===== config.mk =====
export PLATFORM = sky130hd
export DESIGN_NAME = ilid_cell
export DESIGN_NICKNAME = d
export VERILOG_FILES = /design/src/rtl/ilid_pkg.sv /design/src/rtl/ilid_cell.sv
export SDC_FILE = /design/constraint.sdc
export NUM_CORES = 1
export LEC_CHECK = 0
export BUFFER_PORTS_ARGS = -buffer_cell sky130_fd_sc_hd__buf_2
export CORE_AREA = 3 3 98 91
export DETAILED_ROUTE_END_ITERATION = 8
export DIE_AREA = 0 0 101 94
export PLACE_DENSITY_LB_ADDON = 0.08
export SYNTH_ARGS = -nofsm -noshare
export SYNTH_HDL_FRONTEND = slang
export SYNTH_SLANG_ARGS = --single-unit

===== constraint.sdc =====
create_clock -name clk -period 4.7 [get_ports clk]
set_clock_uncertainty 0.1 [all_clocks]
set_input_delay 0.94 -clock clk [delete_from_list [all_inputs] [get_ports clk]]
set_output_delay 0.94 -clock clk [all_outputs]
set_load 0.03 [all_outputs]

===== src/rtl/ilid_pkg.sv =====
`timescale 1ns / 1ps
`default_nettype none
package ilid_pkg;

	localparam int DATA_W    = 32;
	localparam int POS_W     = 7;
	localparam int DEPTH_DEF = 64;

	localparam logic [2:0] OP_INSERT = 3'd0;
	localparam logic [2:0] OP_APPEND = 3'd1;
	localparam logic [2:0] OP_DELETE = 3'd2;
	localparam logic [2:0] OP_READ   = 3'd3;
	localparam logic [2:0] OP_WRITE  = 3'd4;
	localparam logic [2:0] OP_FILL   = 3'd5;
	localparam logic [2:0] OP_CLEAR  = 3'd6;
	localparam logic [2:0] OP_DEDUP  = 3'd7;

	localparam logic [1:0] ST_DONE  = 2'd0;
	localparam logic [1:0] ST_RANGE = 2'd1;
	localparam logic [1:0] ST_FULL  = 2'd2;

	typedef struct packed {
		logic [2:0]               operation;
		logic [POS_W-1:0]         position;
		logic signed [DATA_W-1:0] value;
	} req_t;

	typedef struct packed {
		logic signed [DATA_W-1:0] read_value;
		logic [POS_W-1:0]         fill_count;
		logic [1:0]               status;
		logic                     is_empty;
	} rsp_t;

	// per-cell load select; priority val > left > right
	typedef struct packed {
		logic load_val;
		logic load_left;
		logic load_right;
	} cell_ctl_t;

endpackage
`default_nettype wire


===== src/rtl/ilid_cell.sv =====
`timescale 1ns / 1ps
`default_nettype none
module ilid_cell (
	input  wire                               clk,
	input  wire ilid_pkg::cell_ctl_t          ctl,
	input  wire logic signed [ilid_pkg::DATA_W-1:0] val,
	input  wire logic signed [ilid_pkg::DATA_W-1:0] left,
	input  wire logic signed [ilid_pkg::DATA_W-1:0] right,
	input  wire logic signed [ilid_pkg::DATA_W-1:0] cand,
	output logic signed [ilid_pkg::DATA_W-1:0]      data,
	output logic                                    hit
);
	import ilid_pkg::*;

	logic signed [DATA_W-1:0] data_q;

	always_ff @(posedge clk) begin
		if (ctl.load_val) begin
			data_q <= val;
		end else if (ctl.load_left) begin
			data_q <= left;
		end else if (ctl.load_right) begin
			data_q <= right;
		end
	end

	assign data = data_q;
	assign hit  = (data_q == cand);

endmodule
`default_nettype wire


## Yosys cells after proc, flatten, opt, wreduce, memory -nomap -nowiden

Cells that the tools add are included.

- Flip-flop bits (word level): 32
- Input port bits: 132

- Equal/unequal tests: 1
- Muxes and demuxes: 3
- Reduce and logical (&&, ||, !) cells: 1

Operator list:

| kind | count |
|---|---|
| 32-bit 2-to-1 mux | 3 |
| 32-bit equality test | 1 |
| 3-bit nonzero test | 1 |

## Longest topological paths before layout

Gate-level depths: netlist (run 1).

- Depth in word-level cells: 3
- Gate-level depth with buffers: 4
- Gate-level depth less buffers: 4

## Worst setup path after synthesis (run 1)

OpenSTA, ideal clock, no wires.

- Path type: input port to output port
- Start point: input port cand[31] (netlist bit)
- End point: output port hit
- Arrival time: 1.893 ns
- Path slack: 1.767 ns
- Stages: 4
- Path buffers: 0
- Path through: xor2_1 nor4_1 nand4_1 nor2_1

- Cells in the longest elaborated chain, start to end: 1

RTL lines:

| element | line | source |
|---|---|---|
| from (decl) | ilid_cell.sv:9 | `input wire logic signed [ilid_pkg::DATA_W-1:0] cand,` |
| 32-bit equality test | ilid_cell.sv:28 | `assign hit = (data_q == cand);` |
| to (decl) | ilid_cell.sv:11 | `output logic hit` |

Every way passes these cells.

## Final worst setup path (run 1)

- Start point: input port cand[15] (netlist bit)
- End point: output port hit

Same word-level chain as after synthesis.

==> impl_results.md, run 1 <==
- Count of boundary I/O pins: 165
- Upper clock frequency limit: 309 MHz
- Post-layout minimum cycle time: 3.23 ns
- Sequential power share: 0.460
- Post-Synthesis Cell Area: 1980 sq um
- Compound-gate portion of the synthesized area: 0.0807
- Worst-case setup margin in the final layout: roughly 1.5 ns
- Top cell type by total area after synthesis: sky130_fd_sc_hd__edfxtp_1
- Setup repair after global routing missed its margin: false
- Sum of negative setup slack: 0 ns
- Post-route antenna net violation count: 0
- Run status: completed
- Proportion of synthesized chip area in sequential cells: 0.484
- Gate power share: 0.296
- Final setup violating endpoints: 0
- Clock buffer depth: 2
- Longest individual stage delay on the worst path: 0.49 ns
- Worst VDD drop: about 0.093 mV
- Routed wire length: between 6000 and 7000 microns
- Critical Path Start Type: primary input
- Cts-stage hold buffer count: 0
- Number of non-filler instances in the completed layout: ~450
- Initial antenna violation count: 0
- Largest family of logic cells by synthesized area: multiplexers
- Largest net degree at the start of global routing: 66
- Multiplexer share of the synthesized area: 0.161
- Area share of the largest cell type after synthesis: 0.484
- Leakage: roughly 1.5 nW
- Area of placed instances: 2880 sq um
- Number of placed cells counting well taps: around 440
- Area growth, synth to finish: 49.2%
- XOR/XNOR share of the synthesized area: 0.141
- Yosys cell types: 13
- Die Width: 101 microns
- Remaining routing DRC violations: 0
- Total of warnings raised by yosys: 0
- Detailed Routing Iterations Pass 1: 4
- Overflow left after global routing: 0
- CTS tree: yes
- Period utilisation layout: 0.688
- Power dissipated by switching net loads: 0.000259 W
- Max reg flops: 32
- Critical Path RT: between 3 and 4 ns
- Wire length per cell: approximately 14 microns
- Antenna diode instance count: 0
- Adder-cell share of the synthesized area: 0
- TritonCTS buffer count: 5
- Cell at the root of the clock tree: sky130_fd_sc_hd__clkbuf_8
- Max transition margin: 0.650
- Slew Limit Fails: 0
- Global-route wire length before repair: 9000 microns
- Core ar.: 7990 sq um
- Kind of capture point of the worst setup path: output pin
- Number of gates given a new drive strength after cts: 0
- Maxcap violations: 0
- Largest fanout on the critical path: 1
- PortBufs: 164
- Internal: 0.000557 W
- Initial DRC Count: 44
- Transition time at the pin with the least slew margin: 0.524 ns
- Average instance area after synthesis: ~11 sq um
- Die height: ~94 microns
- Final number of hold-violating endpoints: 0
- Post-Place Worst Slack: 1.37 ns
- Leading cell types by total area after synthesis: sky130_fd_sc_hd__edfxtp_1 48%, sky130_fd_sc_hd__mux2i_1 16%, sky130_fd_sc_hd__xor2_1 14%
- Aggregate global-route resource usage: 0.124
- Fraction of power spent switching nets: 0.317
- Worst-path cell with the longest stage delay: sky130_fd_sc_hd__nor4_1
- Worst hold path type: in -> reg
- Maximum level of the CTS H-tree: 2
- Net count, final: 478
- GPL Wtd Cong: 0.671
- Post-route design area: just under 3000 sq um
- Number of placement rows: 31
- Cell seen most often among critical-path stages: sky130_fd_sc_hd__buf_2
- Classification of the worst setup path: in -> out
- Clk sinks: 32
- Cells after Synth: 183
- # Post-CTS Setup Buffers: 0
- Starting density of the core: 0.248
- Number of nets in the synthesized netlist: 315
- Most common library cell in the layout ignoring fill and taps: sky130_fd_sc_hd__buf_2
- Floorplan die area: 9490 sq um
- Part of the power in the clock network: 0.243
- Clock transition at the registers of the reported paths: 0.07 ns
- Drt via density: roughly 4.2
- Layout cell share with drive strength beyond 1: 0.496
- #FFs+latches synth: 32
- HPWL after detailed placement: a little over 5000 microns
- Crit path cell chain: buf_2 -> xor2_1 -> nor4_1 -> nand4_1 -> nor2_1 -> buf_2
- Total via count after detailed routing: 1866
- Post-synthesis share of cell area spent on and, or, nand and nor gates: 0.0971
- Via count of the first global-routing pass: 1872
- Power density of the placed cells: about 280 nW/um^2
- Data arrival time at the worst-slack endpoint: 2.19 ns
cells by family (layout without fill, tap and decap cells):
group / after synthesis / after routing
flops: 32 / 32
buf+inv: 11 / 175
mux: 32 / 32
compound gates: 32 / 32
xor+xnor: 32 / 32
simple gates: 44 / 44
cell type report:
class                           instances  area [sq um]
Clock inverter                          1          3.75
Sequential cell                        32           961
Clock buffer                            7          76.3
Tap cell                               99           124
Multi-Input combinational cell        140           953
Fill cell                             838          5030
Timing Repair Buffer                  167           843
layer usage:
| layer | part of all wire | up-vias | track usage |
|---|---|---|---|
| met5 | 0 | - | 0 |
| met4 | 0.0040 | 0 | 0.0277 |
| met3 | 0.088 | 2 | 0.0393 |
| met2 | 0.51 | 85 | 0.220 |
| met1 | 0.40 | 798 | 0.146 |
| li1 | - | 981 | - |
critical path, delay by kind of cell:
kind / cells / cell delay, ns
buf+inv: 2 / 0.31
xor+xnor: 1 / 0.15
simple gates: 3 / 0.79
synthesized netlist by cell type (all sizes together):
cell / number
mux2i: 32
xor2: 32
buf: 6
nand4: 2
clkbuf: 5
nor2: 1
edfxtp: 32
or3: 1
nor4: 8
nand2: 32
o21ai: 32
worst paths after layout:
kind      from            endpoint  depth (start not counted)
max   cand[15]                 hit                          6
min    val[14]  data[14]$_DFFE_PP_                          3
power by group through the flow:
| stage | Sequential, W | Clock [W] | Combinational, W |
|---|---|---|---|
| detailed placement | 0.000383 | 0 | 0.000247 |
| finish | 0.000376 | 0.000198 | 0.000242 |
| floorplan | 0.000447 | 0 | 0.0000766 |
| CTS | 0.000377 | 0.000211 | 0.000247 |
| global route | 0.000381 | 0.000222 | 0.000265 |
| global placement | 0.000381 | 0 | 0.000246 |
metrics by stage:
stage | hold WS (ns) | utilization | power [W]
after detailed placement | 1.12 | 0.361 | 0.000629
after CTS | 0.827 | 0.371 | 0.000835
final | 0.839 | 0.371 | 0.000816
after global placement | 1.11 | 0.361 | 0.000628
after global routing | 0.849 | 0.371 | 0.000867
after floorplan | 1.03 | - | 0.000523
Note: power is estimated with default switching activity, not from simulation.
==> inputs of run 2 (changes only) <==
==> constraint.sdc (replaced) <==
create_clock -name clk -period 2.74 [get_ports clk]
set_clock_uncertainty 0.1 [all_clocks]
set_input_delay 0.548 -clock clk [delete_from_list [all_inputs] [get_ports clk]]
set_output_delay 0.548 -clock clk [all_outputs]
set_load 0.03 [all_outputs]
==> impl_results.md, run 2 (same netlist as run 1, synthesis figures left out) <==
- Clk sinks: 32 (unchanged)
- Largest fanout on the critical path: 2 (+1)
- Transition time at the pin with the least slew margin: 0.504 ns (-0.0204 ns)
- Worst-case setup margin in the final layout: 0.232 ns (-1.23 ns)
- Starting density of the core: 0.248 (unchanged)
- Number of non-filler instances in the completed layout: 446 (unchanged)
- # Post-CTS Setup Buffers: 0 (unchanged)
- Number of placed cells counting well taps: 441 (+0.68%)
- Clock buffer depth: 2 (unchanged)
- GPL Wtd Cong: 0.709 (+5.6%)
- CTS tree: yes
- PortBufs: 164 (unchanged)
- Clock transition at the registers of the reported paths: 0.07 ns (about the same)
- Leakage: 1.51 nW (+1.0%)
- Post-layout total power: 0.00138 W (+69%)
- Data arrival time at the worst-slack endpoint: 1.86 ns (-0.33 ns)
- Number of fill cells: 840 (+0.24%)
- Worst VDD drop: 0.180 mV (+93%)
- Count of boundary I/O pins: 165 (unchanged)
- Via count of the first global-routing pass: 2023 (+8.1%)
- Most common library cell in the layout ignoring fill and taps: sky130_fd_sc_hd__buf_2
- Run status: completed
- Cts-stage hold buffer count: 0 (unchanged)
- Power density of the placed cells: 463 nW/um^2 (+68%)
- Initial DRC Count: 25 (-43%)
- Die height: 94 microns (unchanged)
- Maxcap violations: 0 (unchanged)
- Net count, final: 481 (+0.63%)
- Cell at the root of the clock tree: sky130_fd_sc_hd__clkbuf_8
- Final setup violating endpoints: 0 (unchanged)
- Total via count after detailed routing: 1913 (+2.5%)
- Maximum level of the CTS H-tree: 2 (unchanged)
- Initial antenna violation count: 0 (unchanged)
- Global-route wire length before repair: 9560 microns (+6.2%)
- Worst hold path type: in -> reg
- Max reg flops: 32 (unchanged)
- Period utilisation layout: 0.915
- Post-layout minimum cycle time: roughly 2.5 ns
- Critical Path RT: 2.09 ns (-1.57 ns)
- Upper clock frequency limit: approximately 400 MHz
- Post-route antenna net violation count: 0 (unchanged)
- Critical Path Start Type: register
- Drt via density: 4.29 (+2.5%)
- Max transition margin: 0.664 (+0.0136)
- Antenna diode instance count: 0 (unchanged)
- Classification of the worst setup path: reg -> out
- Final number of hold-violating endpoints: 0 (unchanged)
- Routed wire length: 6450 microns (+3.7%)
- Overflow left after global routing: 0 (unchanged)
- TritonCTS buffer count: 5 (unchanged)
- Remaining routing DRC violations: 0 (unchanged)
- Floorplan die area: 9490 sq um (unchanged)
- Post-Place Worst Slack: 0.229 ns (-1.14 ns)
- Number of placement rows: 31 (unchanged)
- Aggregate global-route resource usage: 0.132 (+0.00748)
- Detailed Routing Iterations Pass 1: 4 (unchanged)
- Setup repair after global routing missed its margin: false
- Number of gates given a new drive strength after cts: 0 (unchanged)
- HPWL after detailed placement: 5420 microns (+6.9%)
- Kind of capture point of the worst setup path: output pin
- Slew Limit Fails: 0 (unchanged)
- Sum of negative setup slack: 0 ns (unchanged)
- Core ar.: 7990 sq um (unchanged)
- Layout cell share with drive strength beyond 1: 0.504 (+0.00865)
- Die Width: 101 microns (unchanged)
- Largest net degree at the start of global routing: 36 (-45%)
- Area occupied by multi-input gates: 953 sq um (unchanged)
- Wire length per cell: 14.5 microns (+3.7%)
- Sequential cell area in the final layout: 961 sq um (unchanged)
- Area growth, synth to finish: 50.4%
-- run 2: area by class of cell --
class / instances / share of cell area
clock buffers: 5 / 0.0231
multi-input cells: 140 / 0.319
flip-flops and latches: 32 / 0.322
well taps: 99 / 0.0415
repair buffers: 170 / 0.294
-- run 2: report_power, final --
| group | total (W) | switching (W) | internal, W |
|---|---|---|---|
| Combinational | 0.000422 | 0.000245 | 0.000176 |
| Clock | 0.000316 | 0.000152 | 0.000163 |
| Sequential | 0.000644 | 0.0000373 | 0.000607 |
-- run 2: final timing paths --
kind / from / to / slack [ns] / depth (start not counted)
max: data[7]$_DFFE_PP_ / hit / 0.23 / 5
min: val[6] / data[6]$_DFFE_PP_ / 0.45 / 3
-- run 2: through the flow --
| step | hold slack, ns | cell area [sq um] | utilization |
|---|---|---|---|
| final | 0.454 | 2990 | 0.374 |
| after global routing | 0.451 | 2990 | 0.374 |
| after CTS | 0.442 | 2990 | 0.374 |
| after detailed placement | 0.734 | 2920 | 0.365 |
| after global placement | 0.728 | 2920 | 0.365 |
| after floorplan | 0.635 | 1980 | - |
-- run 2: critical path: stages (launching register included) --
cell and delay, ns:
sky130_fd_sc_hd__edfxtp_1 0.41, sky130_fd_sc_hd__xor2_1 0.16, sky130_fd_sc_hd__nor4_1 0.42, sky130_fd_sc_hd__nand4_1 0.24, sky130_fd_sc_hd__nor2_1 0.13, sky130_fd_sc_hd__buf_2 0.22
-- run 2: routing by layer --
layer | up-vias | part of all wire | GRT usage
li1 | 985 | - | -
met3 | 7 | 0.093 | 0.0401
met4 | 0 | 0.010 | 0.0343
met1 | 838 | 0.38 | 0.148
met2 | 83 | 0.52 | 0.240
met5 | - | 0 | 0
